**config.mk**
```make
export PLATFORM = sky130hd
export DESIGN_NAME = bmhq_front
export DESIGN_NICKNAME = d
export VERILOG_FILES = /design/src/design/bmhq_pkg.sv /design/src/design/bmhq_front.sv
export SDC_FILE = /design/constraint.sdc
export NUM_CORES = 1
export LEC_CHECK = 0
export BUFFER_PORTS_ARGS = -buffer_cell sky130_fd_sc_hd__buf_2
export CAP_MARGIN = 20
export CORE_ASPECT_RATIO = 1.1
export CORE_MARGIN = 5
export CORE_UTILIZATION = 42
export CTS_CLUSTER_SIZE = 40
export DETAILED_ROUTE_END_ITERATION = 8
export PLACE_DENSITY = 0.65
export SYNTH_ARGS = -nofsm -noshare
export SYNTH_HDL_FRONTEND = slang
export SYNTH_SLANG_ARGS = --single-unit
export TNS_END_PERCENT = 30
```
**constraint.sdc**
```tcl
create_clock -name clk -period 4.6 [get_ports clk]
set_input_delay 0.46 -clock clk [delete_from_list [all_inputs] [get_ports clk]]
set_output_delay 0.46 -clock clk [all_outputs]
set_load 0.01 [all_outputs]
```
**src/design/bmhq_pkg.sv**
```systemverilog
package bmhq_pkg;

    // heap geometry
    localparam int CAPACITY = 256;
    localparam int IDX_W    = $clog2(CAPACITY);
    localparam int CNT_W    = $clog2(CAPACITY + 1);
    localparam int CHILD_W  = IDX_W + 2;

    // field widths
    localparam int KEY_W     = 32;
    localparam int ENTRY_W   = 9;
    localparam int STATUS_W  = 2;
    localparam int S_TDATA_W = KEY_W;
    localparam int M_TDATA_W = ((KEY_W + 1 + ENTRY_W + 7) / 8) * 8;
    localparam int M_PAD_W   = M_TDATA_W - KEY_W - 1 - ENTRY_W;

    // command queue between front and back
    localparam int QUEUE_DEPTH = 2;
    localparam int QPTR_W      = $clog2(QUEUE_DEPTH);
    localparam int QCNT_W      = $clog2(QUEUE_DEPTH + 1);

    typedef enum logic
    {
        OP_PUSH = 1'b0,
        OP_POP  = 1'b1
    } op_e;

    typedef enum logic [STATUS_W-1:0]
    {
        ST_DONE  = 2'd0,
        ST_FULL  = 2'd1,
        ST_EMPTY = 2'd2
    } status_e;

    typedef struct packed
    {
        op_e                     op;
        logic signed [KEY_W-1:0] key;
    } cmd_t;

    typedef struct packed
    {
        status_e                 status;
        logic signed [KEY_W-1:0] top_key;
        logic                    top_valid;
        logic [ENTRY_W-1:0]      entry_count;
    } res_t;

    // signed key order
    function automatic logic key_less(input logic signed [KEY_W-1:0] a,
                                      input logic signed [KEY_W-1:0] b);
        return a < b;
    endfunction

endpackage

```
**src/design/bmhq_front.sv**
```systemverilog
module bmhq_front
    import bmhq_pkg::*;
(
    input  logic clk,
    input  logic rst_n,
    input  logic in_valid,
    output logic in_ready,
    input  cmd_t in_cmd,
    output logic cmd_valid,
    input  logic cmd_take,
    output cmd_t cmd
);

    cmd_t              slot_reg [QUEUE_DEPTH];
    logic [QPTR_W-1:0] wr_ptr_reg, wr_ptr_next;
    logic [QPTR_W-1:0] rd_ptr_reg, rd_ptr_next;
    logic [QCNT_W-1:0] fill_reg, fill_next;
    logic              push_beat;
    logic              pop_beat;

    assign in_ready  = (fill_reg != QCNT_W'(QUEUE_DEPTH));
    assign cmd_valid = (fill_reg != '0);
    assign cmd       = slot_reg[rd_ptr_reg];
    assign push_beat = in_valid && in_ready;
    assign pop_beat  = cmd_valid && cmd_take;

    // pointer and fill bookkeeping
    always_comb
    begin
        wr_ptr_next = wr_ptr_reg;
        rd_ptr_next = rd_ptr_reg;
        fill_next   = fill_reg;
        if (push_beat)
        begin
            wr_ptr_next = (wr_ptr_reg == QPTR_W'(QUEUE_DEPTH - 1)) ? '0 : wr_ptr_reg + 1'b1;
        end
        if (pop_beat)
        begin
            rd_ptr_next = (rd_ptr_reg == QPTR_W'(QUEUE_DEPTH - 1)) ? '0 : rd_ptr_reg + 1'b1;
        end
        case ({push_beat, pop_beat})
            2'b10:   fill_next = fill_reg + 1'b1;
            2'b01:   fill_next = fill_reg - 1'b1;
            default: fill_next = fill_reg;
        endcase
    end

    always_ff @(posedge clk or negedge rst_n)
    begin
        if (!rst_n)
        begin
            wr_ptr_reg <= '0;
            rd_ptr_reg <= '0;
            fill_reg   <= '0;
        end
        else
        begin
            wr_ptr_reg <= wr_ptr_next;
            rd_ptr_reg <= rd_ptr_next;
            fill_reg   <= fill_next;
        end
    end

    // queue slots, payload only
    always_ff @(posedge clk)
    begin
        if (push_beat)
        begin
            slot_reg[wr_ptr_reg] <= in_cmd;
        end
    end

endmodule

```
Yosys cells after proc, flatten, opt, wreduce, memory -nomap -nowiden

Memories as Yosys holds them, arrays and structs flattened.
Cells that the tools add are included.

Register bits: 4
Bits in writable memories: 66
Input bits: 37
Output and inout bits: 35
Logic and storage cells: 20
Memories: 1

Add/subtract/negate cells: 4
Equality and inequality tests: 3
Multiplexer cells: 5
Reduce and logical (&&, ||, !) cells: 4

Memory list:

| name     | depth | bits a word | rd ports | clocked after memory_dff | write ports | RTL line         | RTL |
|---|---|---|---|---|---|---|---|
| slot_reg | 2     | 33          | 1        | 0                        | 1           | bmhq_front.sv:14 | `cmd_t slot_reg [QUEUE_DEPTH];` |

Operators by type and width:

| cell                                              | count |
|---|---|
| two-way mux 1 bit                                 | 4 |
| one-hot mux 2 bit (2 select lines)                | 1 |
| nonzero test 2 bit                                | 2 |
| adder 1 bit (second input constant)               | 2 |
| adder 2 x 1 -> 2 bit (second input constant)      | 1 |
| == test 2 x 1 -> 1 bit (second input constant)    | 1 |
| == test 2 bit (second input constant)             | 1 |
| logical AND 1 bit                                 | 2 |
| inequality test 2 bit (second input constant)     | 1 |
| subtractor 2 x 1 -> 2 bit (second input constant) | 1 |

Logic depth before layout (Yosys ltp)

Depth in word-level cells: 4
Gate-level depth with buffers: 6
Mapped depth without buffers: 6

Least setup slack after synthesis

Ideal clock, no wire load.

Path type: reg2reg
Start point: register fill_reg[0]
End point: memory slot_reg[0][0] in the netlist's numbering, enable pin
Library setup time: 0.423 ns
Arrival: 2.102 ns
Required time: 4.177 ns
Path slack: 2.074 ns
Stages on the path, launching flop included: 4
Path buffers: 0
Clock period less this slack: 2.526 ns
Cells stage by stage: dfrtp_1 nand2b_1 nand2_1 nor2_1

Word-level cells in the longest chain between the ends: 4

RTL lines:

| item                                    | RTL line         | RTL |
|---|---|---|
| from (decl)                             | bmhq_front.sv:17 | `logic [QCNT_W-1:0] fill_reg, fill_next;` |
| from (signal assigned)                  | bmhq_front.sv:60 | `fill_reg <= fill_next;` |
| inequality test 2 bit                   | bmhq_front.sv:21 | `assign in_ready = (fill_reg != QCNT_W'(QUEUE_DEPTH));` |
| named net in_ready                      | bmhq_front.sv:7  | `output logic in_ready,` |
| logical AND 1 bit                       | bmhq_front.sv:24 | `assign push_beat = in_valid && in_ready;` |
| two-way mux 1 bit                       | bmhq_front.sv:67 | `if (push_beat)` |
| two-way mux 1 bit (not written as such) | bmhq_front.sv:69 | `slot_reg[wr_ptr_reg] <= in_cmd;` |
| to (decl)                               | bmhq_front.sv:14 |  |

The timed path passes the listed nets, and every way through them passes these cells.

==> impl_metrics.tcl <==
set metrics [dict create \
    initial_core_util_pct 42.7 \
    syn_area_per_cell_sq_um 21.6 \
    synthMuxAreaShare_pct 14.3 \
    yosys-top-cells-count "66 x edfxtp_1, 31 x mux2_2, 4 x buf_6, 4 x dfrtp_1, 3 x xnor2_1" \
    grt_pass1_vias 1442 \
    ys_seq_elements 70 \
    critical_path.cell_chain "buf_4, mux2_2, buf_2" \
    rows 30 \
    vias 1332 \
    cpMaxStageDelayCell "dfrtp_1" \
    syn2layout_area_growth_pct 26.5 \
    cts.sinks 70 \
    p_leak_nw 1.24 \
    antenna_found_initial 0 \
    syn-cell-area_sq_mm 0.00259 \
    cts_tree "done" \
    post_route_cells_drive_above_1_share_pct 59.2 \
    dieArea_sq_mm 0.00785 \
    synth_simple_gate_area_share_pct 1.50 \
    final-setup-viol-count 0 \
    hp-class "in2reg" \
    cts.htree.levels 3 \
    final-max-slew-violation-count 0 \
    vdd_drop_max_mv 0.346 \
    synth_top_family_by_area "multiplexers" \
    drtIter0Drc 64 \
    cp_num_buf_inv 2 \
    worstPathMaxFanout 27 \
    yosysUniqueCellTypes 14 \
    critPathLaunchType "register" \
    cp.depth 3 \
    synth_compound_area_share_pct 0 \
    chipHeight_um 92.4 \
    hpwlAfterDp_um 3060 \
    final_core_util_pct 54.0 \
    finalCritPeriodShare_pct 49.2 \
    worst_pin_slew_ns 0.987 \
    place.gp.congestion 0.715 \
    coreArea_sq_mm 0.00608 \
    clk_path_buf_depth 2 \
    path_delay_family "buffers and inverters" \
    synth.most_common_cell "edfxtp_1" \
    ys.flop_type "edfxtp_1" \
    maxCapViolCount 0 \
    pin_count 72 \
    rsz0062_at_grt "false" \
    netlist_instances 120 \
    grt-ovfl-total 0 \
    synth_top_cell_by_area "edfxtp_1" \
    power_mw 2.11 \
    setup_tns_ns 0 \
    fp.dieW_um 84.9 \
    grt_pass1_wl_um 7220 \
    slew_headroom_pct 34.1 \
    antenna_cells 0 \
    finClkSkew_ns 0.00542 \
    finalHoldViolCount 0 \
    buffer_ports.inserted 71 \
    insertion_delay_ns 0.34 \
    period_needed_ns 2.26 \
    ff2ff_path_depth 3 \
    fmax_mhz 442 \
    avgRoutedWirePerCell_um 15.7 \
    synth_top_cell_area_share_pct 76.4 \
    path_clk_slew_ns 0.08 \
    viasPerCell 4.66 \
    outcome "finished, final reports clean" \
    drcViolationCount 0 \
    slowest_delay_ns 0.52 \
    grt_max_degree 34 \
    holdPathStages 1 \
    final_nets 239 \
    track_usage_pct 12.4 \
    wirelength_um 4480 \
    ys_seq_area_share_pct 80.3 \
    first_pass_iters 4 \
    largest_register_ffs 66 \
    worstPathArrival_ns 1.80 \
    synth_xor_xnor_area_share_pct 1.69 \
    worst-setup-path-type "reg2out" \
    syn_nets 158 \
    crit_path_end_kind "output port" \
    synth_area_leaders "edfxtp_1 76%, mux2_2 13%, dfrtp_1 3.9%" \
    synth-async-reset-ratio_pct 5.71 \
    numCtsBuffers 9 \
    synth_enable_flop_cells 66 \
    worst_ep_required_time_ns 4.14 \
    synth_warnings 0 \
    postCtsSetupBuffers 0 \
    synth_adder_area_share_pct 0.482 \
    cts-root-buf "clkbuf_8" \
    drtAntennaViolNets 0 \
    powerDensity_mw_per_mm2 643 \
]
[path summary, 6_finish.rpt]
| kind | from | to | slack [ns] |
|---|---|---|---|
| worst min register to register | fill_reg[1] | fill_reg[1] | 0.49 |
| worst max-delay path | rd_ptr_reg | cmd[0] | 2.34 |
| min in group asynchronous | rst_n | fill_reg[1] | 0.46 |
| max in group asynchronous | rst_n | rd_ptr_reg | 4.01 |
| worst max register to register | fill_reg[0] | slot_reg[0][7] | 2.69 |
| worst min-delay path | in_cmd[31] | slot_reg[1][31] | 0.30 |
[timing repair]
item,4_1_cts,5_1_grt
hold buffers,1,0
resized for setup,0,0
endpoints found under the hold margin,4,0
[power by group]
| group | internal (mW) | switching [mW] |
|---|---|---|
| registers | 0.875 | 0.0535 |
| clock network | 0.361 | 0.225 |
| logic | 0.281 | 0.315 |
| total | 1.52 | 0.593 |
[cell families (layout without fill, tap and decap cells)]
logic type | after synthesis | in the layout
flip-flops | 70 | 70
AND/OR/NAND/NOR | 7 | 7
multiplexers | 33 | 33
adder cells (fa/ha/maj) | 1 | 1
XOR/XNOR | 5 | 5
buffers and inverters | 4 | 90
[placed cells by master (no fill, tap or decap)]
cell type,n
buf_2,71
inv_6,1
dfrtp_1,4
bufinv_16,3
ha_1,1
buf_4,2
xnor2_1,3
mux2_1,2
nand2b_1,1
clkinvlp_4,3
mux2_2,31
or2_1,1
nand2_1,1
dlygate4sd3_1,1
and2_4,1
and3_1,1
nor2_1,1
xor2_1,2
nor2_4,1
clkbuf_8,9
edfxtp_1,66
[metal layers]
layer / wire length [um] / GRT usage (%)
met5: 0 / 0
met4: 66 / 5.54
met3: 390 / 5.43
met2: 2230 / 19.3
met1: 1790 / 14.8
[per-stage QoR]
step | hold WS [ns] | instance area, sq um | instances | setup slack (ns)
after floorplan | 0.164 | 2590 | 120 | 2.07
after global placement | 0.274 | 3030 | 269 | 2.70
after detailed placement | 0.276 | 3030 | 269 | 2.66
after CTS | 0.284 | 3280 | 286 | 2.28
after global routing | 0.274 | 3280 | 286 | 2.21
final | 0.304 | 3280 | 286 | 2.34
[area by class of cell]
class / instances / area [sq um]
Fill cell: 519 / 2800
Sequential cell: 70 / 2080
Multi-Input combinational cell: 46 / 474
Timing Repair Buffer: 74 / 380
Clock buffer: 9 / 124
Clock inverter: 7 / 121
Tap cell: 80 / 100
(Power assumes the default switching activity.)
